--- src/rtl/assert_macros.svh ---
// Assertion macros for RTL that checks its own logic.
// Needs clk and rst_n in the scope of each use.
`ifndef ASSERT_MACROS_SVH
`define ASSERT_MACROS_SVH

// Check that a condition holds at every clock edge out of reset.
`define ASSERT_ALWAYS(lbl, cond) \
    lbl: assert property (@(posedge clk) disable iff (!rst_n) (cond)) \
        else $error("assertion failed");

// Check that the consequent holds in the cycle after the antecedent.
`define ASSERT_NEXT(lbl, ante, cons) \
    lbl: assert property (@(posedge clk) disable iff (!rst_n) (ante) |=> (cons)) \
        else $error("assertion failed");

`endif

--- src/rtl/pfci_ram.sv ---
// Generic single-port RAM with registered read data.
// No dependencies.
`timescale 1ns / 1ps

module pfci_ram #(
    parameter int WIDTH = 8,
    parameter int DEPTH = 256
) (
    input  logic                     clk,
    input  logic                     we,
    input  logic [$clog2(DEPTH)-1:0] addr,
    input  logic [WIDTH-1:0]         wdata,
    output logic [WIDTH-1:0]         rdata
);
    logic [WIDTH-1:0] mem [DEPTH];
    logic [WIDTH-1:0] rdata_reg;

    always_ff @(posedge clk)
    begin
        if (we)
        begin
            mem[addr] <= wdata;
        end
        rdata_reg <= mem[addr];
    end

    assign rdata = rdata_reg;
endmodule

--- config.mk ---
export PLATFORM = sky130hd
export DESIGN_NAME = pfci_ram
export DESIGN_NICKNAME = d
export VERILOG_FILES = /design/src/rtl/assert_macros.svh /design/src/rtl/pfci_ram.sv
export SDC_FILE = /design/constraint.sdc
export NUM_CORES = 2
export LEC_CHECK = 0
export BUFFER_PORTS_ARGS = -buffer_cell sky130_fd_sc_hd__buf_2
export CAP_MARGIN = 25
export CORE_MARGIN = 2
export CORE_UTILIZATION = 40
export DETAILED_ROUTE_END_ITERATION = 16
export PLACE_DENSITY = 0.58
export SLEW_MARGIN = 30
export SYNTH_ARGS = -nofsm -noshare
export SYNTH_HDL_FRONTEND = slang
export SYNTH_SLANG_ARGS = --single-unit
export TNS_END_PERCENT = 30
--- constraint.sdc ---
create_clock -name clk -period 4 [get_ports clk]
set_input_delay 0.8 -clock clk [delete_from_list [all_inputs] [get_ports clk]]
set_output_delay 0.8 -clock clk [all_outputs]
set_load 0.005 [all_outputs]
* Word-level counts from Yosys, hierarchy flattened
Memory sizes are Yosys's and may differ from the RTL's. A register that Yosys moved wholly into a read port is not among the register bits.
Cells that the tools add are included.
** Cells by class
- Add/sub/neg operators :: 0
- Multiply operators :: 0
- Div/mod/pow operators :: 0
- Magnitude comparators :: 0
- Equality and inequality tests :: 0
- Shift operators :: 0
- Mux-type cells :: 2
- Bitwise logic cells :: 0
- Reductions and logical operators :: 0
** Operators by type and width (count)
- 1-bit two-way mux :: 2
** Storage, ports and cells
- Register bits after elaboration :: 0
- Bits in latches :: 0
- RAM bits :: 2048
- Memory bits (read-only) :: 0
- Bits of input ports :: 18
- Output and inout port bits :: 8
- Word-level logic and storage cells :: 3
- Memories kept :: 1
** Memory list
- mem :: words 256, bits a word 8, rd ports 1, clocked after Yosys merged registers in 1, write ports 1, RTL line pfci_ram.sv:15 : logic [WIDTH-1:0] mem [DEPTH];

* Longest topological paths before layout
- Depth in word-level cells :: 2
- Gate-level depth with buffers :: 10
- Gate-level depth less buffers :: 5

* Worst setup path before layout
No wires, ideal clock.
- Kind :: input to register
- From :: in addr[1]
- To :: mem mem[111][0] (enable)
- Library setup time :: 370 ps
- Arrival time :: 2649 ps
- Required time :: 3630 ps
- Slack :: 981 ps
- Cell stages on the path :: 9
- Buffers on the path :: 5
- Cell sequence :: buf_2 -> clkbuf_1 -> clkbuf_1 -> nand2_1 -> buf_2 -> nor2_1 -> nand2_1 -> clkbuf_1 -> nor2_1
** RTL lines
- start: declaration :: RTL line pfci_ram.sv:11 : input logic [$clog2(DEPTH)-1:0] addr,
- end: declaration :: RTL line pfci_ram.sv:15
Straight into the memory's write port.

==> results by stage <==
Status:
- The run finished with clean final reports.

STA:
- Setup repair after global routing left no endpoint under its margin.
- The final hold violation count is 0.
- Based on the critical path, the design can be clocked at up to 0.307 GHz.
- At the pin with the least slew margin, the transition time is 1.02 ns.
- Setup violations remaining at the end of the flow were counted as 0.
- The final-report max-slew violation count is 0.
- Dividing the final minimum period by the clock period gives 81.4%.
- The time the final worst path needs with I/O delays and setup is 3.26 ns.
- The final worst clock skew is 0.0370 ns.
- The final-layout worst hold slack is 0.333 ns.
- The worst slew slack as a fraction of its limit is 31.1%.

Layout:
- The final layout net count is 4,064.
- The share of layout cells above drive strength 1 is 31.9%.
- The area growth from synthesis to layout is 17.2%.
- The register with the most flip-flops in the layout has 2,048 of them.

Critical path:
- The largest individual stage delay along the critical path comes from the cell o41ai_1.
- STA puts the critical path data required time at 4.67 ns.
- The biggest fanout along the worst timing path is 31.
- STA classifies the critical path endpoint as a flop.
- In this run the register-to-register setup slack is 1.26 ns.
- The startpoint type of the worst setup path is a primary input.
- By startpoint and endpoint, the worst setup path is classified as in2reg.
- STA puts the critical path data arrival time at 3.93 ns.
- The critical path goes through buf_8 -> buf_12 -> buf_4 -> mux4_2 -> a22oi_1 -> a21oi_1 -> o41ai_1 -> buf_4 -> nand4_1.
- On the worst path, the slowest cell contributes a delay of 0.93 ns.
- By instance count, the cell type seen most on the critical path is buf_4.

Power:
- The leakage power is 28.8 nW.
- The internal power of the cells totals 0.0353 W.
- In this run switching power makes up 21.4% of total power.
- Combinational logic is responsible for 4.7% of the overall power.
- The sequential share of power is 52.9%.
- Summed over all nets, the switching power comes to 0.00961 W.
- IR analysis of the VDD net gives a maximum drop of 0.000424 V.
- The clock network fraction of total power is 42.3%.
- Dividing total power by cell area gives a power density of 488 nW/um^2.
- The final total power is 0.0449 W.

Drt:
- The via count of the routed design is 38,771.
- The number of iterations in the first detailed-routing pass is 5.
- Dividing the detail-routed wire length by the instance count gives 28.9 microns.
- The number of routed nets with antenna violations is 0.
- The routed design has 198,000 microns of wire.
- The DRC marker count from the first detailed-route iteration is 4,688.
- After detailed routing, the number of vias per cell comes to 5.66.
- After detailed routing, the number of remaining DRC violations is 0.

Floorplanning:
- The die covers 200,000 sq um.
- The top-level port count is 26.
- The initial cell density of the core is 40.3%.
- The area of the core is 195,000 sq um.
- From left edge to right edge, the die measures 447 microns.
- The vertical die dimension is 447 microns.
- In this run the core area contains 162 standard-cell rows.

Clocking:
- The number of cells upsized or downsized after cts is 0.
- The H-tree was split into 4 levels.
- The root buffer cell chosen for the clock tree is clkbuf_16.
- After clock tree synthesis, the clock-pin slew on the worst setup and hold paths is 0.06 ns.
- The number of buffers inserted by hold repair at cts is 0.
- Clock tree synthesis found a total of 2,056 sinks.
- The largest buffer count on any clock path is 3.
- After clock tree synthesis, the setup repair step added 0 buffers.
- TritonCTS built the clock tree.
- The total CTS buffers is 203.
- The clock reaches the later pin of the worst-skew pair after 0.84 ns.

Global route:
- The global-route wire length before repair is 285,000 microns.
- The initial antenna violation count is 7.
- The global-route usage over all layers is 19.8%.
- The largest net degree at the start of global routing is 169.
- The global-route congestion overflow total is 0.
- The via count of the first global-routing pass was 39,503.

Logic synthesis:
- In the synthesized netlist the async set-or-reset flop fraction comes to 0%.
- The top-area cell type share of the netlist area is 78.3%.
- The share of synthesized area occupied by flip-flops and latches is 78.6%.
- The average cell area after synthesis is 22.1 sq um.
- The combined area of all synthesized cells is 78,500 sq um.
- The number of different library cells used by synthesis comes to 22.
- The number of synthesized flops with an enable pin is 2,048.
- The post-synthesis sequential element count is 2,056.
- The commonest cells after synthesis are edfxtp_1 (2,048), mux4_2 (512), a22oi_1 (256), nor2_1 (232), clkbuf_1 (145).
- The instance count of the mapped netlist is 3,547.
- By area the synthesized netlist is led by edfxtp_1 (78%), mux4_2 (15%), a22oi_1 (2.4%).
- The net count after synthesis is 3,565.
- In the synthesized netlist the dominant register cell turns out to be edfxtp_1.
- In the post-synthesis netlist, the cell with the most instances is edfxtp_1.
- The count of yosys warnings during synthesis is 0.
- Of all cell types, the one taking the most synthesized area is edfxtp_1.

Min path:
- The tightest min-delay check is of the in2reg type.

Place:
- The placed wire-length estimate is 122,000 microns.
- The count of buffers added on input and output ports is 25.
- Routability-driven placement finished with a final weighted congestion of 0.812.

Flow run:
- The tool flagged a number of max-cap violations equal to 0.
==> metal layers <==
| layer | vias up | GRT usage [%] | wire [microns] | share of wire, % |
|---|---|---|---|---|
| met1 | 21000 | 28.0 | 83100 | 42 |
| met2 | 1444 | 31.8 | 96800 | 49 |
| met5 | - | 0 | 0 | 0 |
| met4 | 0 | 6.01 | 5070 | 2.6 |
| met3 | 246 | 3.10 | 12800 | 6.5 |
| li1 | 16081 | - | - | - |
==> final timing paths <==
| kind | from | endpoint | cells after the start |
|---|---|---|---|
| min | wdata[5] | mem[21][5]$_DFFE_PP_ | 1 |
| max reg2reg | mem[170][4]$_DFFE_PP_ | rdata[4]$_DFF_P_ | 6 |
| min reg2reg | mem[139][7]$_DFFE_PP_ | rdata[7]$_DFF_P_ | 6 |
| max | addr[0] | rdata[4]$_DFF_P_ | 9 |
==> area by class of cell <==
cell class	count	area (sq um)
Sequential cell	2056	61700
Fill cell	16135	103000
Multi-Input combinational cell	1258	15800
Inverter	1	3.75
Clock buffer	246	5300
Antenna cell	3	7.51
Clock inverter	132	1380
Timing Repair Buffer	526	4590
Tap cell	2624	3280
==> logic make-up after synthesis <==
logic type	count (synthesis)	synth area share, %
compound gates	416	3.62
buf+inv	233	1.40
mux	512	14.7
simple gates	330	1.73
flops	2056	78.6
==> critical path, delay by kind of cell <==
family | cells | cell delay [ns]
muxes | 1 | 0.51
buffers and inverters | 4 | 1.16
AOI/OAI and AO/OA | 3 | 1.29
and+or+nand+nor | 1 | 0.08
==> power by group through the flow <==
stage	combinational [W]	clock, W	sequential [W]
3_3_place_gp	0.00213	0	0.0242
5_1_grt	0.00225	0.0202	0.0238
4_1_cts	0.00215	0.0194	0.0238
3_5_place_dp	0.00215	0	0.0242
2_1_floorplan	0.00106	0	0.0242
6_report	0.00213	0.0190	0.0238
==> per-stage QoR <==
stage                     util, %  cell area, sq um  setup WS (ns)  setup TNS [ns]  instances
after global placement       43.7             85300        -0.0902         -0.0902       6464
final                        47.2             92000          0.742               0       6846
after detailed placement     43.7             85300        -0.0535         -0.0858       6464
after floorplan                 -             78500          0.981               0       3547
after CTS                    47.2             92000          0.829               0       6842
after global routing         47.2             92000          0.683               0       6845
==> layout by cell type, fill, tap and decap left out, types with 20 or more instances in the layout <==
cell type | synthesis | layout
buf_12 | 0 | 47
buf_4 | 16 | 453
nor2_1 | 232 | 231
clkinv_2 | 0 | 36
bufinv_16 | 0 | 20
a21oi_1 | 128 | 128
clkbuf_1 | 145 | 39
o41ai_1 | 32 | 32
nand2_1 | 28 | 27
clkinv_1 | 0 | 42
nor3_1 | 30 | 30
a22oi_1 | 256 | 256
clkbuf_16 | 0 | 205
edfxtp_1 | 2048 | 2048
mux4_2 | 512 | 512
Power figures use the tool's default switching activity.
