## config.mk

```make
export PLATFORM = sky130hd
export DESIGN_NAME = pfci_cmd
export DESIGN_NICKNAME = d
export VERILOG_FILES = /design/src/rtl/assert_macros.svh /design/src/rtl/pfci_pkg.sv /design/src/rtl/pfci_cmd.sv
export SDC_FILE = /design/constraint.sdc
export NUM_CORES = 1
export LEC_CHECK = 0
export ABC_AREA = 0
export BUFFER_PORTS_ARGS = -buffer_cell sky130_fd_sc_hd__buf_2
export CAP_MARGIN = 20
export CORE_AREA = 2 2 39 41
export DETAILED_ROUTE_END_ITERATION = 8
export DIE_AREA = 0 0 41 43
export PLACE_DENSITY_LB_ADDON = 0.2
export SKIP_LAST_GASP = 1
export SYNTH_ARGS = -nofsm -noshare
export SYNTH_HDL_FRONTEND = slang
export SYNTH_SLANG_ARGS = --single-unit
```

## constraint.sdc

```tcl
create_clock -name vclk -period 2.8
set_clock_uncertainty 0.2 [all_clocks]
set_input_delay 0.42 -clock vclk [all_inputs]
set_output_delay 0.42 -clock vclk [all_outputs]
set_load 0.02 [all_outputs]
```

## src/rtl/assert_macros.svh

```systemverilog
// Assertion macros for RTL that checks its own logic.
// Needs clk and rst_n in the scope of each use.
`ifndef ASSERT_MACROS_SVH
`define ASSERT_MACROS_SVH

// Check that a condition holds at every clock edge out of reset.
`define ASSERT_ALWAYS(lbl, cond) \
    lbl: assert property (@(posedge clk) disable iff (!rst_n) (cond)) \
        else $error("assertion failed");

// Check that the consequent holds in the cycle after the antecedent.
`define ASSERT_NEXT(lbl, ante, cons) \
    lbl: assert property (@(posedge clk) disable iff (!rst_n) (ante) |=> (cons)) \
        else $error("assertion failed");

`endif

```

## src/rtl/pfci_pkg.sv

```systemverilog
// Package for the parallel flash command interface: constants, command codes,
// state types and the ID byte lookup. No dependencies.
`timescale 1ns / 1ps

package pfci_pkg;

    localparam int ADDR_BITS_DEF   = 17;
    localparam int SECTOR_BITS_DEF = 12;
    localparam int PORT_ADDR_W     = 17;
    localparam int DATA_W          = 8;
    localparam int LOW_W           = 16;

    localparam logic [LOW_W-1:0]  UNLOCK_ADDR1     = 16'h5555;
    localparam logic [LOW_W-1:0]  UNLOCK_ADDR2     = 16'h2aaa;
    localparam logic [LOW_W-1:0]  ID_MAKER_ADDR    = 16'h0000;
    localparam logic [LOW_W-1:0]  ID_DEVICE_ADDR   = 16'h0001;
    localparam logic [DATA_W-1:0] UNLOCK_DATA1     = 8'haa;
    localparam logic [DATA_W-1:0] UNLOCK_DATA2     = 8'h55;
    localparam logic [DATA_W-1:0] CMD_CHIP_ERASE   = 8'h10;
    localparam logic [DATA_W-1:0] CMD_SECTOR_ERASE = 8'h30;
    localparam logic [DATA_W-1:0] CMD_ERASE_ARM    = 8'h80;
    localparam logic [DATA_W-1:0] CMD_ID_ON        = 8'h90;
    localparam logic [DATA_W-1:0] CMD_PROGRAM      = 8'ha0;
    localparam logic [DATA_W-1:0] CMD_ID_OFF       = 8'hf0;
    localparam logic [DATA_W-1:0] ID_MAKER         = 8'hbf;
    localparam logic [DATA_W-1:0] ID_DEVICE        = 8'hb5;
    localparam logic [DATA_W-1:0] BYTE_ERASED      = 8'hff;
    localparam logic [DATA_W-1:0] BYTE_ZERO        = 8'h00;

    typedef enum logic [1:0] {
        STEP_IDLE,
        STEP_AA,
        STEP_55,
        STEP_PROG
    } cmd_step_t;

    typedef enum logic [1:0] {
        ST_SWEEP,
        ST_IDLE,
        ST_READ,
        ST_EMIT
    } fsm_state_t;

    typedef struct packed {
        cmd_step_t step;
        logic      id_mode;
        logic      armed;
    } cmd_state_t;

    typedef struct packed {
        cmd_state_t nxt;
        logic       prog_we;
        logic       sector_erase;
        logic       chip_erase;
    } cmd_dec_t;

    function automatic logic [DATA_W-1:0] id_byte(input logic [LOW_W-1:0] low16);
        logic [DATA_W-1:0] res;
        begin
            if (low16 == ID_MAKER_ADDR)
            begin
                res = ID_MAKER;
            end
            else if (low16 == ID_DEVICE_ADDR)
            begin
                res = ID_DEVICE;
            end
            else
            begin
                res = BYTE_ERASED;
            end
            return res;
        end
    endfunction

endpackage

```

## src/rtl/pfci_cmd.sv

```systemverilog
// Command sequencer decode: unlock steps, erase arm and erase, ID mode and program.
// Depends on pfci_pkg.
`timescale 1ns / 1ps

module pfci_cmd
    import pfci_pkg::*;
(
    input  cmd_state_t        cur,
    input  logic [LOW_W-1:0]  low16,
    input  logic [DATA_W-1:0] wdata,
    output cmd_dec_t          dec
);
    always_comb
    begin
        dec              = '0;
        dec.nxt          = cur;
        case (cur.step)
            STEP_IDLE:
            begin
                if (wdata == CMD_ID_OFF)
                begin
                    dec.nxt.id_mode = 1'b0;
                end
                else if (low16 == UNLOCK_ADDR1 && wdata == UNLOCK_DATA1)
                begin
                    dec.nxt.step = STEP_AA;
                end
                else
                begin
                    dec.nxt.step = STEP_IDLE;
                end
            end
            STEP_AA:
            begin
                if (low16 == UNLOCK_ADDR2 && wdata == UNLOCK_DATA2)
                begin
                    dec.nxt.step = STEP_55;
                end
                else
                begin
                    dec.nxt.step = STEP_IDLE;
                end
            end
            STEP_55:
            begin
                dec.nxt.step = STEP_IDLE;
                if (low16 == UNLOCK_ADDR1)
                begin
                    dec.nxt.armed = 1'b0;
                    case (wdata)
                        CMD_CHIP_ERASE:
                        begin
                            dec.chip_erase = cur.armed;
                        end
                        CMD_ERASE_ARM:
                        begin
                            dec.nxt.armed = 1'b1;
                        end
                        CMD_ID_ON:
                        begin
                            dec.nxt.id_mode = 1'b1;
                        end
                        CMD_PROGRAM:
                        begin
                            dec.nxt.step = STEP_PROG;
                        end
                        CMD_ID_OFF:
                        begin
                            dec.nxt.id_mode = 1'b0;
                        end
                        default:
                        begin
                            dec.nxt.armed = 1'b0;
                        end
                    endcase
                end
                else if (wdata == CMD_SECTOR_ERASE && cur.armed)
                begin
                    dec.sector_erase = 1'b1;
                    dec.nxt.armed    = 1'b0;
                end
            end
            STEP_PROG:
            begin
                dec.prog_we  = 1'b1;
                dec.nxt.step = STEP_IDLE;
            end
            default:
            begin
                dec.nxt.step = STEP_IDLE;
            end
        endcase
    end
endmodule

```

# Yosys cells after proc, flatten, opt, wreduce, memory -nomap -nowiden

Index checks and enable logic that the tools add are counted.

Shift-type cells: 0
Bitwise logic cells: 0
Multiply operators: 0
Reduce and logical (&&, ||, !) cells: 4
Order comparisons: 0
Eq/ne operators: 13
Multiplexer cells: 19
$add $sub $neg: 0
Div/mod/pow operators: 0

Operator list:

| cell                                                                     | number |
|---|---|
| 8-bit equality test (second input constant)                              | 5 |
| 16-bit by 14-bit equality test with 1-bit output (second input constant) | 1 |
| 16-bit by 15-bit equality test with 1-bit output (second input constant) | 1 |
| 1-bit 2-to-1 mux                                                         | 11 |
| 8-bit by 5-bit equality test with 1-bit output (second input constant)   | 1 |
| 8-bit by 6-bit equality test with 1-bit output (second input constant)   | 1 |
| 8-bit by 7-bit equality test with 1-bit output (second input constant)   | 1 |
| 2-bit 2-to-1 mux                                                         | 4 |
| 2-bit case mux with 4 select lines                                       | 1 |
| 2-bit equality test (second input constant)                              | 2 |
| 1-bit case mux with 2 select lines                                       | 2 |
| 1-bit logical AND                                                        | 3 |
| 3-bit 2-to-1 mux                                                         | 1 |
| 2-bit by 1-bit equality test with 1-bit output (second input constant)   | 1 |
| 2-bit zero test                                                          | 1 |

ROM bits: 0
Latch bits: 0
Memories: 0
Output and inout port bits: 7
Flip-flop bits (word level): 0
Bits in writable memories: 0
Input bits: 28
Word-level logic and storage cells: 36

# Longest topological paths before layout

Depth after elaboration: 5
Gate-level depth with buffers: 4
Gate-level depth less buffers: 4

# Worst setup path before layout

OpenSTA, ideal clock, no wires.

Path kind: input-to-output
From: in wdata[0]
To: out dec[1] (netlist name)
Arrival time: 1.703 ns
Buffers on the path: 0
Stages: 2
Setup slack: 0.477 ns
Cell sequence: or4_4 nor4_1

RTL lines:

| item        | line           | text |
|---|---|---|
| from (decl) | pfci_cmd.sv:10 | `input logic [DATA_W-1:0] wdata,` |
| to (decl)   | pfci_cmd.sv:11 | `output cmd_dec_t dec` |

==> run_summary.xml <==
<?xml version="1.0" encoding="UTF-8"?>
<metrics>
  <group name="status">
    <metric name="run_status" unit="">finished clean</metric>
  </group>
  <group name="synthesis">
    <metric name="ys_top_cells_by_area" unit="">sky130_fd_sc_hd__nor4bb_1 (22%), sky130_fd_sc_hd__nand2_1 (7.1%), sky130_fd_sc_hd__nor2b_1 (5.9%)</metric>
    <metric name="synth_sequential_area_ratio" unit="%">0</metric>
    <metric name="mappedNetlistArea" unit="um^2">316.6</metric>
    <metric name="post_synth_num_cell_types" unit="">24</metric>
    <metric name="netlist.area_leader.share" unit="%">22.13</metric>
    <metric name="yosysTopAreaCell" unit="">sky130_fd_sc_hd__nor4bb_1</metric>
    <metric name="post_synth.cell_area_avg" unit="um^2">7.194</metric>
    <metric name="synthCells" unit="">44</metric>
    <metric name="yosys_warnings" unit="">0</metric>
    <metric name="synthesized_nets" unit="">72</metric>
  </group>
  <group name="floorplanning">
    <metric name="num_rows" unit="">14</metric>
    <metric name="design.core.area" unit="mm^2">0.001384</metric>
    <metric name="chipWidth" unit="um">41</metric>
    <metric name="die_area" unit="mm^2">0.001763</metric>
    <metric name="floorplan.initialDensity" unit="%">22.88</metric>
    <metric name="pin_count" unit="">35</metric>
    <metric name="die_y" unit="um">43</metric>
  </group>
  <group name="route">
    <metric name="remaining_drc_errors" unit="">0</metric>
    <metric name="ant_nets" unit="">0</metric>
    <metric name="avgRoutedWirePerCell" unit="um">11.72</metric>
    <metric name="detail_route.vias_per_cell" unit="">5.326</metric>
    <metric name="drt-total-wl" unit="um">1113</metric>
    <metric name="routed-via-count" unit="">506</metric>
    <metric name="detailedRoute.firstPassIterationCount" unit="">4</metric>
    <metric name="initialDrtViolationCount" unit="">4</metric>
  </group>
  <group name="clocking">
    <metric name="cts_hold_buf" unit="">0</metric>
    <metric name="post_cts.repair.setup_buffers" unit="">0</metric>
    <metric name="ctsResizeCount" unit="">0</metric>
  </group>
  <group name="critical_path">
    <metric name="setup.worst_path.start" unit="">wdata[0]</metric>
    <metric name="worst_path_cell_chain" unit="">buf_2, or4_4, nor3b_2, nand2_2, o32ai_1, buf_2</metric>
    <metric name="critPathMaxFanout" unit="">4</metric>
    <metric name="critical-path-slowest-cell" unit="">sky130_fd_sc_hd__or4_4</metric>
    <metric name="setup.worst_path.start_class" unit="">primary input</metric>
    <metric name="required" unit="ns">2.18</metric>
    <metric name="critPathMaxStageDelay" unit="ns">0.56</metric>
    <metric name="timing.critical_path.mode_cell" unit="">sky130_fd_sc_hd__buf_2</metric>
    <metric name="path_class" unit="">primary input to output port</metric>
    <metric name="critical_path.endpoint_type" unit="">output port</metric>
    <metric name="worst_path_arrival" unit="ns">1.77</metric>
  </group>
  <group name="final_layout">
    <metric name="layout.cells.non_filler" unit="">95</metric>
    <metric name="num-clock-buffers" unit="">0</metric>
    <metric name="layout.cells.most_common" unit="">sky130_fd_sc_hd__buf_2</metric>
    <metric name="combined_flip_flop_and_latch_cell_area" unit="um^2">0</metric>
    <metric name="antenna_cells_inserted" unit="">0</metric>
    <metric name="synthesis_to_finish_area_growth" unit="%">61.66</metric>
    <metric name="n_sequential_cell" unit="">0</metric>
    <metric name="fin_nets" unit="">109</metric>
    <metric name="layout-drive-gt1-share" unit="%">51.90</metric>
    <metric name="mostFrequentLayoutCells" unit="">sky130_fd_sc_hd__buf_2 (35), sky130_fd_sc_hd__nor4bb_1 (7), sky130_fd_sc_hd__nand2_1 (6), sky130_fd_sc_hd__nor2_1 (4)</metric>
    <metric name="fill_cells" unit="">161</metric>
  </group>
  <group name="power_and_ir_drop">
    <metric name="power.switching_fraction" unit="%">48.32</metric>
    <metric name="power.internal" unit="mW">0.02721</metric>
    <metric name="leakage" unit="nW">0.2219</metric>
    <metric name="vdd.ir_drop.worst" unit="mV">0.02941</metric>
    <metric name="p_switching" unit="mW">0.02544</metric>
    <metric name="comb_power_share" unit="%">100.0</metric>
    <metric name="power_per_cell_area" unit="mW/mm^2">102.9</metric>
    <metric name="share_clk_of_total_power" unit="%">0</metric>
    <metric name="seq_power_share" unit="%">0</metric>
  </group>
  <group name="grt">
    <metric name="grt_util_all_layers" unit="%">12.99</metric>
    <metric name="antenna_found_initial" unit="">0</metric>
    <metric name="grt_pass1_vias" unit="">454</metric>
    <metric name="grt_pass1_wl" unit="um">1725</metric>
    <metric name="gr-total-overflow" unit="">0</metric>
    <metric name="maximum_number_of_pins_on_one_net_before_global_route_repair" unit="">7</metric>
  </group>
  <group name="min_path">
    <metric name="worstHoldPathType" unit="">primary input to output port</metric>
    <metric name="worstHoldStart" unit="">cur[0]</metric>
  </group>
  <group name="sta">
    <metric name="setup-violations-final" unit="">0</metric>
    <metric name="fin_crit_sh" unit="%">85.49</metric>
    <metric name="tightest_slew" unit="ns">0.2722</metric>
    <metric name="layout_min_cycle_time" unit="ns">2.394</metric>
    <metric name="final-max-slew-violation-count" unit="">0</metric>
    <metric name="rsz0062_at_grt" unit="">no</metric>
    <metric name="finalHoldViolations" unit="">0</metric>
    <metric name="fin_setup_tns" unit="ns">0</metric>
    <metric name="fmax" unit="GHz">0.4177</metric>
    <metric name="slew_headroom" unit="%">81.60</metric>
  </group>
  <group name="placement">
    <metric name="routabilityCongestion" unit="">0.7746</metric>
    <metric name="dp_cells" unit="">95</metric>
    <metric name="portBuffers" unit="">35</metric>
  </group>
  <group name="job">
    <metric name="max-cap-violations" unit="">0</metric>
  </group>
</metrics>
-- area by class of cell --
| cell class | count | area, um^2 | area share, % |
|---|---|---|---|
| well taps | 16 | 20.02 | 3.912 |
| multi-input cells | 44 | 316.6 | 61.86 |
| repair buffers | 35 | 175.2 | 34.23 |
-- path summary, 6_finish.rpt --
path | end | slack [ns] | cells past startpoint
worst min-delay path | dec[3] | 1.00 | 3
worst max-delay path | dec[6] | 0.41 | 6
-- power by group through the flow --
stage | Clock, mW | Combinational, mW | Sequential (mW)
after detailed placement | 0 | 0.0528 | 0
after floorplan | 0 | 0.0209 | 0
after CTS | 0 | 0.0530 | 0
after global routing | 0 | 0.0582 | 0
final | 0 | 0.0526 | 0
after global placement | 0 | 0.0528 | 0
-- synth_stat cells (all sizes together) --
master,count
or4,2
nor4bb,7
nor2b,3
nand2b,1
o211ai,1
o21ai,1
o41ai,1
nand3,3
nand2,7
o32ai,1
nor3b,1
nor2,4
nand4b,2
nor4b,1
nor4,2
and4,1
nor3,1
and2,1
and2b,1
a21oi,1
nand4,1
o2bb2ai,1
-- layer usage --
layer,track usage (%),wire length (um),part of all wire [%],vias up
met5,0,0,0,-
met4,2.000,15,1.3,0
met3,0.5236,97,8.7,2
met2,23.44,544,49,23
met1,16.14,456,41,228
li1,-,-,-,253
-- per-stage QoR --
step           setup slack [ns]  utilization [%]  total power [mW]  hold slack (ns)  cell area [um^2]
2_1_floorplan            0.4772                -           0.02092           0.7741             316.6
3_3_place_gp             0.4045            36.98           0.05277            1.009             511.7
3_5_place_dp             0.3951            36.98           0.05283            1.006             511.7
4_1_cts                  0.3928            36.98           0.05301            1.006             511.7
5_1_grt                  0.3277            36.98           0.05823            1.024             511.7
6_report                 0.4062            36.98           0.05264            1.002             511.7
-- critical path: cells and delay by family --
kind	cells	cell delay [ns]
simple gates	3	0.91
buf+inv	2	0.32
compound gates	1	0.12
-- cell families (layout without fill, tap and decap cells) --
kind of cell,after synthesis,after routing,synth area share [%]
AO/OA/AOI/OAI,6,6,18.18
buffers and inverters,0,35,0
AND/OR/NAND/NOR,38,38,81.82
No activity file was read; power rests on OpenSTA's default activity.
