==> src/rtl/assert_macros.svh <==
// Assertion macros for RTL that checks its own logic.
// Needs clk and rst_n in the scope of each use.
`ifndef ASSERT_MACROS_SVH
`define ASSERT_MACROS_SVH

// Check that a condition holds at every clock edge out of reset.
`define ASSERT_ALWAYS(lbl, cond) \
    lbl: assert property (@(posedge clk) disable iff (!rst_n) (cond)) \
        else $error("assertion failed");

// Check that the consequent holds in the cycle after the antecedent.
`define ASSERT_NEXT(lbl, ante, cons) \
    lbl: assert property (@(posedge clk) disable iff (!rst_n) (ante) |=> (cons)) \
        else $error("assertion failed");

`endif

==> src/rtl/pfci_pkg.sv <==
// Package for the parallel flash command interface: constants, command codes,
// state types and the ID byte lookup. No dependencies.
`timescale 1ns / 1ps

package pfci_pkg;

    localparam int ADDR_BITS_DEF   = 17;
    localparam int SECTOR_BITS_DEF = 12;
    localparam int PORT_ADDR_W     = 17;
    localparam int DATA_W          = 8;
    localparam int LOW_W           = 16;

    localparam logic [LOW_W-1:0]  UNLOCK_ADDR1     = 16'h5555;
    localparam logic [LOW_W-1:0]  UNLOCK_ADDR2     = 16'h2aaa;
    localparam logic [LOW_W-1:0]  ID_MAKER_ADDR    = 16'h0000;
    localparam logic [LOW_W-1:0]  ID_DEVICE_ADDR   = 16'h0001;
    localparam logic [DATA_W-1:0] UNLOCK_DATA1     = 8'haa;
    localparam logic [DATA_W-1:0] UNLOCK_DATA2     = 8'h55;
    localparam logic [DATA_W-1:0] CMD_CHIP_ERASE   = 8'h10;
    localparam logic [DATA_W-1:0] CMD_SECTOR_ERASE = 8'h30;
    localparam logic [DATA_W-1:0] CMD_ERASE_ARM    = 8'h80;
    localparam logic [DATA_W-1:0] CMD_ID_ON        = 8'h90;
    localparam logic [DATA_W-1:0] CMD_PROGRAM      = 8'ha0;
    localparam logic [DATA_W-1:0] CMD_ID_OFF       = 8'hf0;
    localparam logic [DATA_W-1:0] ID_MAKER         = 8'hbf;
    localparam logic [DATA_W-1:0] ID_DEVICE        = 8'hb5;
    localparam logic [DATA_W-1:0] BYTE_ERASED      = 8'hff;
    localparam logic [DATA_W-1:0] BYTE_ZERO        = 8'h00;

    typedef enum logic [1:0] {
        STEP_IDLE,
        STEP_AA,
        STEP_55,
        STEP_PROG
    } cmd_step_t;

    typedef enum logic [1:0] {
        ST_SWEEP,
        ST_IDLE,
        ST_READ,
        ST_EMIT
    } fsm_state_t;

    typedef struct packed {
        cmd_step_t step;
        logic      id_mode;
        logic      armed;
    } cmd_state_t;

    typedef struct packed {
        cmd_state_t nxt;
        logic       prog_we;
        logic       sector_erase;
        logic       chip_erase;
    } cmd_dec_t;

    function automatic logic [DATA_W-1:0] id_byte(input logic [LOW_W-1:0] low16);
        logic [DATA_W-1:0] res;
        begin
            if (low16 == ID_MAKER_ADDR)
            begin
                res = ID_MAKER;
            end
            else if (low16 == ID_DEVICE_ADDR)
            begin
                res = ID_DEVICE;
            end
            else
            begin
                res = BYTE_ERASED;
            end
            return res;
        end
    endfunction

endpackage

==> src/rtl/pfci_sweep.sv <==
// Erase address walker: steps one byte per cycle while advance is high, over a sector or the whole array.
// Depends on pfci_pkg.
`timescale 1ns / 1ps

module pfci_sweep
    import pfci_pkg::*;
#(
    parameter int ADDR_BITS   = ADDR_BITS_DEF,
    parameter int SECTOR_BITS = SECTOR_BITS_DEF
) (
    input  logic                 clk,
    input  logic                 rst_n,
    input  logic                 start,
    input  logic                 start_chip,
    input  logic [ADDR_BITS-1:0] base,
    input  logic                 advance,
    output logic [ADDR_BITS-1:0] addr,
    output logic                 last
);
    localparam logic [ADDR_BITS-1:0] LOW_MASK =
        ADDR_BITS'((64'd1 << SECTOR_BITS) - 64'd1);

    logic [ADDR_BITS-1:0] cnt_reg;
    logic [ADDR_BITS-1:0] cnt_next;
    logic                 chip_reg;
    logic                 chip_next;

    always_comb
    begin
        cnt_next  = cnt_reg;
        chip_next = chip_reg;
        if (start)
        begin
            cnt_next  = start_chip ? '0 : (base & ~LOW_MASK);
            chip_next = start_chip;
        end
        else if (advance)
        begin
            cnt_next = cnt_reg + 1'b1;
        end
    end

    always_ff @(posedge clk or negedge rst_n)
    begin
        if (!rst_n)
        begin
            cnt_reg  <= '0;
            chip_reg <= 1'b1;
        end
        else
        begin
            cnt_reg  <= cnt_next;
            chip_reg <= chip_next;
        end
    end

    assign addr = cnt_reg;
    assign last = chip_reg ? (&cnt_reg) : ((cnt_reg & LOW_MASK) == LOW_MASK);
endmodule

==> config.mk <==
export PLATFORM = sky130hd
export DESIGN_NAME = pfci_sweep
export DESIGN_NICKNAME = d
export VERILOG_FILES = /design/src/rtl/assert_macros.svh /design/src/rtl/pfci_pkg.sv /design/src/rtl/pfci_sweep.sv
export SDC_FILE = /design/constraint.sdc
export NUM_CORES = 1
export LEC_CHECK = 0
export BUFFER_PORTS_ARGS = -buffer_cell sky130_fd_sc_hd__buf_4
export CAP_MARGIN = 10
export CORE_MARGIN = 1
export CORE_UTILIZATION = 35
export DETAILED_ROUTE_END_ITERATION = 8
export PLACE_DENSITY = 0.59
export RECOVER_POWER = 50
export SKIP_LAST_GASP = 1
export SYNTH_ARGS = -nofsm -noshare
export SYNTH_HDL_FRONTEND = slang
export SYNTH_SLANG_ARGS = --single-unit
export TNS_END_PERCENT = 1
==> constraint.sdc <==
create_clock -name clk -period 3 [get_ports clk]
set_clock_uncertainty 0.1 [all_clocks]
set_input_delay 0.3 -clock clk [delete_from_list [all_inputs] [get_ports clk]]
set_output_delay 0.3 -clock clk [all_outputs]
set_load 0.02 [all_outputs]
; ---- After elaboration in Yosys (flattened, before gate mapping)
; Cells that the tools add are included.
[word_totals]
reg_bits = 18
latchBits = 0
mem_bits_rw = 0
rom_bits = 0
inputBits = 22
word_cells = 10
memories = 0
[classes]
add_sub_neg = 1
n_mul = 0
div_mod_pow = 0
n_lt_le_gt_ge = 0
eq_ne = 1
shifts = 0
n_mux = 4
bitwise = 0
reduce_logical = 2
[op_table]
columns = cell, n
row1 = $mux 17, 3
row2 = $add 17x1->17 const B, 1
row3 = $reduce_and 17->1, 1
row4 = $eq 12x12->1 const B, 1
row5 = $reduce_bool 2->1, 1
row6 = $mux 1, 1

; ---- Depth between registers and ports, before layout
; Gate-level depths: netlist of run 1.
[logic_depth]
ltp_word = 3
mapped_depth = 6
ltp_nobuf = 6

; ---- Least setup slack after synthesis of run 1
; OpenSTA, ideal clock, no wires.
[synth_path]
path_type = reg2out
from = register cnt_reg[5] (netlist: addr[5])
to = output port last
t_arrival_ns = 1.730
required_ns = 2.600
setup_slack_ns = 0.870
stages_incl_launch_ff = 7
cell_sequence = dfrtp_1 nand4_4 or3_4 nor3_1 ha_1 nand2_1 o21ai_0
[synth_between]
elab_chain_len = 2
elab_cells_between_ends = 3
[synth_rtl]
columns = item, line_no
row1 = "start, declared", pfci_sweep.sv:23  ; logic [ADDR_BITS-1:0] cnt_reg;
row2 = "start signal, assigned", pfci_sweep.sv:52  ; cnt_reg <= cnt_next;
row3 = $eq 12x12->1 / $reduce_and 17->1 (equally long branches), pfci_sweep.sv:58  ; assign last = chip_reg ? (&cnt_reg) : ((cnt_reg & LOW_MASK) == LOW_MASK);
row4 = $mux 1 (*), pfci_sweep.sv:58
row5 = "end, declared", pfci_sweep.sv:18  ; output logic last
; Every way passes the cells marked *; elsewhere a longest branch is shown, timed or not.

; ---- Worst setup path in the final report of run 1
; Same ends and word-level chain as after synthesis.

==> flow_summary.yaml, run 1 <==
outcome:
  status: "completed"
clocking:
  cts_sinks: 18
  cts_buffers: 3
  clkTransAtPathRegs_ns: 0.10
  cts_buffer_depth: 2
  clkLatencyLatePin_ns: 0.29
  postCtsSetupRepairBufs: 0
  cts-root-buf: "clkbuf_4"
  htreeDepth: 1
  cts_tree: "yes"
yosys:
  synth_nets: 123
  yosys.cell_count.top_type: "dfrtp_1"
  netlist.top_cell.by_area: "dfrtp_1"
  synth_area_um2: 963
  synthFlopType: "dfrtp_1"
  synth_seq_area_share: 0.469
  synth_area_leaders: "dfrtp_1, xnor2_1, nor2_1, nor4_1, o21ai_0"
  synth_commonest_cells: "dfrtp_1, nor2_1, nand2_1, xnor2_1"
  ys_warn_count: 0
  ys_ff_latch: 18
  synth_cell_type_count: 29
  async_reset_ff_frac: 1.00
  syn_avg_cell_area_um2: 9.73
  synth_edf_count: 0
  synth.top_cell.area_share: 0.442
  syn_inst: 99
sta:
  worst_pin_slew_ns: 0.954
  drv_slew: 0
  setup_viol_count_final: 0
  rsz0062_at_grt: "no"
  hold_viol_final: 0
  relSlewSlack: 0.364
  fmax_mhz: 405
  fin_ws_ns: 0.532
  finalSetupTns_ns: 0
  period_minus_slack_ns: 2.47
  timing.final.crit_share: 0.823
route:
  wl_mm: 1.98
  drt-pass1-iter-count: 2
  postRouteAntennaNets: 0
  drcViolationCount: 0
  vias: 814
  wl_per_cell_um: 12.5
  drtIter0Drc: 2
  vias_per_cell: 5.15
pwr:
  peakVddDrop_mv: 0.295
  p_per_area_nw_per_um2: 379
  p_leak_nw: 0.508
place:
  pre_cts_slack_ns: 0.841
  gp_congestion: 0.782
  detailedPlacementHpwl_mm: 1.45
  place_area_um2: 1190
  port_buffers: 27
layout:
  drive_above_1_share: 0.227
  antenna_cells: 0
  fillers: 258
  final_nets: 153
  finish.instance_area_um2: 1200
  postLayoutCoreUtil: 0.473
  area_growth_pct: 25.1
  largest_reg_flops: 17
floorplan:
  core_area_um2: 2540
  io_pins: 40
  start_util: 0.379
  fp.dieArea_um2: 2970
  die_h_um: 54.5
  die_x_um: 54.5
  fp-row-count: 18
setup_path:
  path_class: "register to output pin"
  critPathArrivalTime_ns: 2.07
  cp-start-kind: "register"
  end_kind: "output pin"
  crit_fanout: 9
  worstPathRequired_ns: 2.60
worst_hold_path:
  holdCritPathClass: "input port to register"
global_route:
  antenna_found_initial: 0
  grt_overflow: 0
  grt_max_degree: 25
  grt_pass1_wl_mm: 3.23
  grt_pass1_vias: 707
  grt_usage: 0.155
job:
  maxCapViolCount: 0
## placed cells by master (no fill, tap or decap), types with 2 or more instances in the layout
| master | n |
|---|---|
| buf_4 | 21 |
| dfrtp_1 | 17 |
| nor2_1 | 12 |
| nand2_1 | 8 |
| xnor2_1 | 8 |
| clkbuf_1 | 7 |
| o21ai_0 | 6 |
| nor4_1 | 6 |
| nand3_1 | 5 |
| nor3_1 | 4 |
| inv_1 | 3 |
| nand4_1 | 3 |
| clkbuf_4 | 3 |
| xor2_1 | 2 |
| mux2i_1 | 2 |
| o31a_1 | 2 |
| nor3b_1 | 2 |
| a221o_1 | 2 |
| a21oi_1 | 2 |
| ha_1 | 2 |
## report_power, final
part | leakage (nW) | switching (mW) | internal (mW)
Clock | 0.0150 | 0.0759 | 0.0517
Combinational | 0.253 | 0.0353 | 0.0285
Sequential | 0.241 | 0.0118 | 0.253
## per-stage QoR
| step | cells | power [mW] | hold WS [ns] |
|---|---|---|---|
| after floorplan | 99 | 0.303 | -0.0956 |
| after global placement | 153 | 0.336 | 0.0835 |
| after detailed placement | 153 | 0.337 | 0.0819 |
| after CTS | 158 | 0.467 | 0.101 |
| after global routing | 158 | 0.480 | 0.130 |
| final | 158 | 0.456 | 0.106 |
## what timing repair did
item	in CTS	in global routing
hold endpoints to repair	18	0
resized for setup	0	0
hold buffers	1	0
## cell families after synthesis
family,after synthesis,share of synthesized area
buffers and inverters,6,0.0247
AND/OR/NAND/NOR,46,0.260
XOR/XNOR,10,0.0909
flip-flops,18,0.469
multiplexers,3,0.0325
adder cells (fa/ha/maj),2,0.0260
AO/OA/AOI/OAI,14,0.0974
## metal layers
layer / GRT usage / vias to the layer above / part of all wire
li1: - / 417 / -
met1: 0.219 / 384 / 0.48
met2: 0.226 / 11 / 0.48
met3: 0.0250 / 2 / 0.026
met4: 0.0769 / 0 / 0.0066
met5: 0 / - / 0
## path summary, 6_finish.rpt
check,startpoint,endpoint,slack [ns],cells after the start
min in group asynchronous,rst_n,addr[4],0.58,2
setup / recovery,addr[5],last,0.53,7
hold / removal,base[12],addr[12],0.11,3
max in group asynchronous,rst_n,addr[14],1.64,2
hold reg to reg,addr[10],addr[10],0.49,2
setup reg to reg,addr[5],addr[16],0.98,6
## worst max-delay path, cell delays in order (launching register included)
cell     delay (ns)
dfrtp_1        0.48
nand4_4        0.19
or3_4          0.44
nor3_1         0.20
ha_1           0.17
nand2_1        0.05
o21ai_0        0.07
buf_4          0.17
## final cells by class
class | instances | area [um^2] | share of cell area
tap | 30 | 37.5 | 0.0312
inverter | 3 | 11.3 | 0.00935
multi-input combinational | 75 | 488 | 0.405
timing repair buffer | 28 | 190 | 0.158
sequential | 18 | 452 | 0.375
clock buffer | 4 | 26.3 | 0.0218
No activity file was read; power rests on OpenSTA's default activity.
==> run 2: changes to the inputs <==
ABC_AREA = 1   (was default)
PLACE_DENSITY = 0.58   (was 0.59)
clock period = 2.47 ns   (was 3 ns; I/O delays follow)
==> run 2 against run 1 <==
Critical path depth grew 2. Combinational power grew 66%. Sequential cell count is the same. Via count grew 33%. Synthesized cell count grew 56%. Area after synthesis grew 16%. Wire length grew 30%. Non-clock buffer count grew 2. Clock power grew 49%. Highest routed layer unchanged.
==> flow_summary.yaml, run 2 <==
sta:
  drv_slew: 0
  relSlewSlack: 0.344
  finalSetupTns_ns: 0
  period_minus_slack_ns: 2.28
  timing.final.crit_share: 0.921
  setup_viol_count_final: 0
  hold_viol_final: 0
  rsz0062_at_grt: "no"
  worst_pin_slew_ns: 0.984
  fin_ws_ns: 0.195
  fmax_mhz: 440
yosys:
  netlist.top_cell.by_area: "dfrtp_1"
  synthXorXnorAreaFrac: 0
  async_reset_ff_frac: 1.00
  yosys.cell_count.top_type: "nand2_1"
  synth_compound_area_frac: 0.121
  synth_area_leaders: "dfrtp_1, nand2_1, inv_1, nor2_1, a21oi_1"
  synth_seq_area_share: 0.405
  synth_edf_count: 0
  ys_warn_count: 0
  synth.top_cell.area_share: 0.381
  syn_avg_cell_area_um2: 7.25
  yosys.area_share.simple: 0.374
  synthFlopType: "dfrtp_1"
  synthAdderAreaFrac: 0.0224
  synth_cell_type_count: 23
  synth_commonest_cells: "nand2_1, inv_1, nor2_1"
  syn_inst: 154
  synth_nets: 178
  synth_area_um2: 1120
  synth_top_family_by_area: "simple AND/OR/NAND/NOR gates"
  ys_ff_latch: 18
  synthMuxAreaShare: 0
route:
  drt-pass1-iter-count: 4
  wl_per_cell_um: 11.2
  drcViolationCount: 0
  met1Wirelength_mm: 1.30
  met2WireLength_mm: 1.16
  vias_per_cell: 4.68
  routed.top_layer: "met4"
  drtIter0Drc: 56
  met3_length_um: 69
  postRouteAntennaNets: 0
  vias: 1082
  wl_mm: 2.58
setup_path:
  r2r_start: "addr[0]"
  worst_r2r_path_depth: 8
  crit_fanout: 4
  cp-start-kind: "register"
  worstPathRequired_ns: 2.12
  worst-path-stages: 9
  critPathArrivalTime_ns: 1.93
  worstSetupStartpoint: "addr[0]"
  path_cells: "ha_2 -> inv_1 -> nor2_1 -> nand3_2 -> nor4_2 -> ha_1 -> nand2_1 -> o21ai_0 -> buf_4"
  r2r_slack_ns: 0.62
  cp_num_buf_inv: 2
  slowest_stage: "dfrtp_1"
  end_kind: "output pin"
  cpLargestDelayFamily: "simple AND/OR/NAND/NOR gates"
  critPathCapture: "last"
  r2r-end: "addr[16]"
  max_stage_delay_ns: 0.40
  path_class: "register to output pin"
layout:
  area_growth_pct: 27.2
  drive_above_1_share: 0.251
  antenna_cells: 0
  final_common_cell: "nand2_1"
  final_nets: 212
  largest_reg_flops: 17
  final_cell_mix: "nand2_1, buf_4, inv_1, nor2_1, dfrtp_1"
  finish.instance_area_um2: 1420
clocking:
  cts_tree: "yes"
  cts_buffers: 3
  clkLatencyLatePin_ns: 0.30
  cts-root-buf: "clkbuf_4"
  clkTransAtPathRegs_ns: 0.11
  cts_buffer_depth: 2
  htreeDepth: 1
  cts_sinks: 18
job:
  maxCapViolCount: 0
pwr:
  p_per_area_nw_per_um2: 438
  peakVddDrop_mv: 0.299
  p_leak_nw: 0.666
global_route:
  grt_max_degree: 19
  grt_pass1_vias: 1036
  grt_overflow: 0
  antenna_found_initial: 0
  grt_pass1_wl_mm: 4.51
  grt_usage: 0.172
worst_hold_path:
  holdCritPathClass: "input port to register"
place:
  place_area_um2: 1370
  port_buffers: 27
  gp_congestion: 0.821
  detailedPlacementHpwl_mm: 2.04
  pre_cts_slack_ns: 0.400
floorplan:
  io_pins: 40
  core_area_um2: 3030
  fp-row-count: 20
  fp.dieArea_um2: 3420
  die_x_um: 58.5
  start_util: 0.369
  die_h_um: 58.5
outcome:
  status: "completed"
==> run 2: area by class of cell <==
type / instances / area [um^2]
multi-input combinational: 114 / 592
sequential: 18 / 453
timing repair buffer: 30 / 205
fill: 330 / 1610
clock buffer: 4 / 36.3
inverter: 21 / 78.8
tap: 44 / 55.1
==> run 2: how the worst min path moves through the flow <==
stage                   from  endpoint  cells after the start
detailed placement     rst_n   addr[2]                      1
global placement       rst_n   addr[3]                      1
CTS                 base[16]  addr[16]                      3
finish              base[16]  addr[16]                      3
global route        base[16]  addr[16]                      3
floorplan              rst_n   addr[0]                      0
==> run 2: timing repair <==
item	in CTS	in global routing
endpoints found under the hold margin	18	0
endpoints found under the setup margin	0	1
gates resized for setup	0	4
setup buffers	0	2
hold buffers	1	0
==> run 2: cells by family (layout without fill, tap and decap cells) <==
group                      after synthesis  after routing
AOI/OAI and AO/OA                       23             23
adders and majority gates                2              2
buffers and inverters                   22             55
DFF                                     18             18
and+or+nand+nor                         89             89
==> run 2: worst register-to-register path, cell delays in order, from the launching register on <==
cell,delay [ns]
dfrtp_1,0.40
ha_2,0.23
inv_1,0.05
nor2_1,0.20
nand3_2,0.13
nor4_2,0.15
ha_1,0.27
a21oi_1,0.14
a21oi_1,0.08
==> run 2: where the power goes <==
part	switching [mW]	total, mW	internal (mW)
clock network	0.101	0.191	0.0900
logic	0.0654	0.106	0.0403
registers	0.0165	0.326	0.309
==> run 2: metal layers <==
layer,GRT usage,vias up
met5,0,-
met4,0.0714,0
met3,0.0242,5
met2,0.274,16
met1,0.234,497
li1,-,564
==> run 2: metrics by stage <==
stage	power, mW	util	hold WS, ns	cells
2_1_floorplan	0.388	-	-0.149	154
3_3_place_gp	0.438	0.451	0.0304	224
3_5_place_dp	0.440	0.451	0.0337	224
4_1_cts	0.631	0.467	0.0877	229
5_1_grt	0.652	0.469	0.113	231
6_report	0.622	0.469	0.0914	231
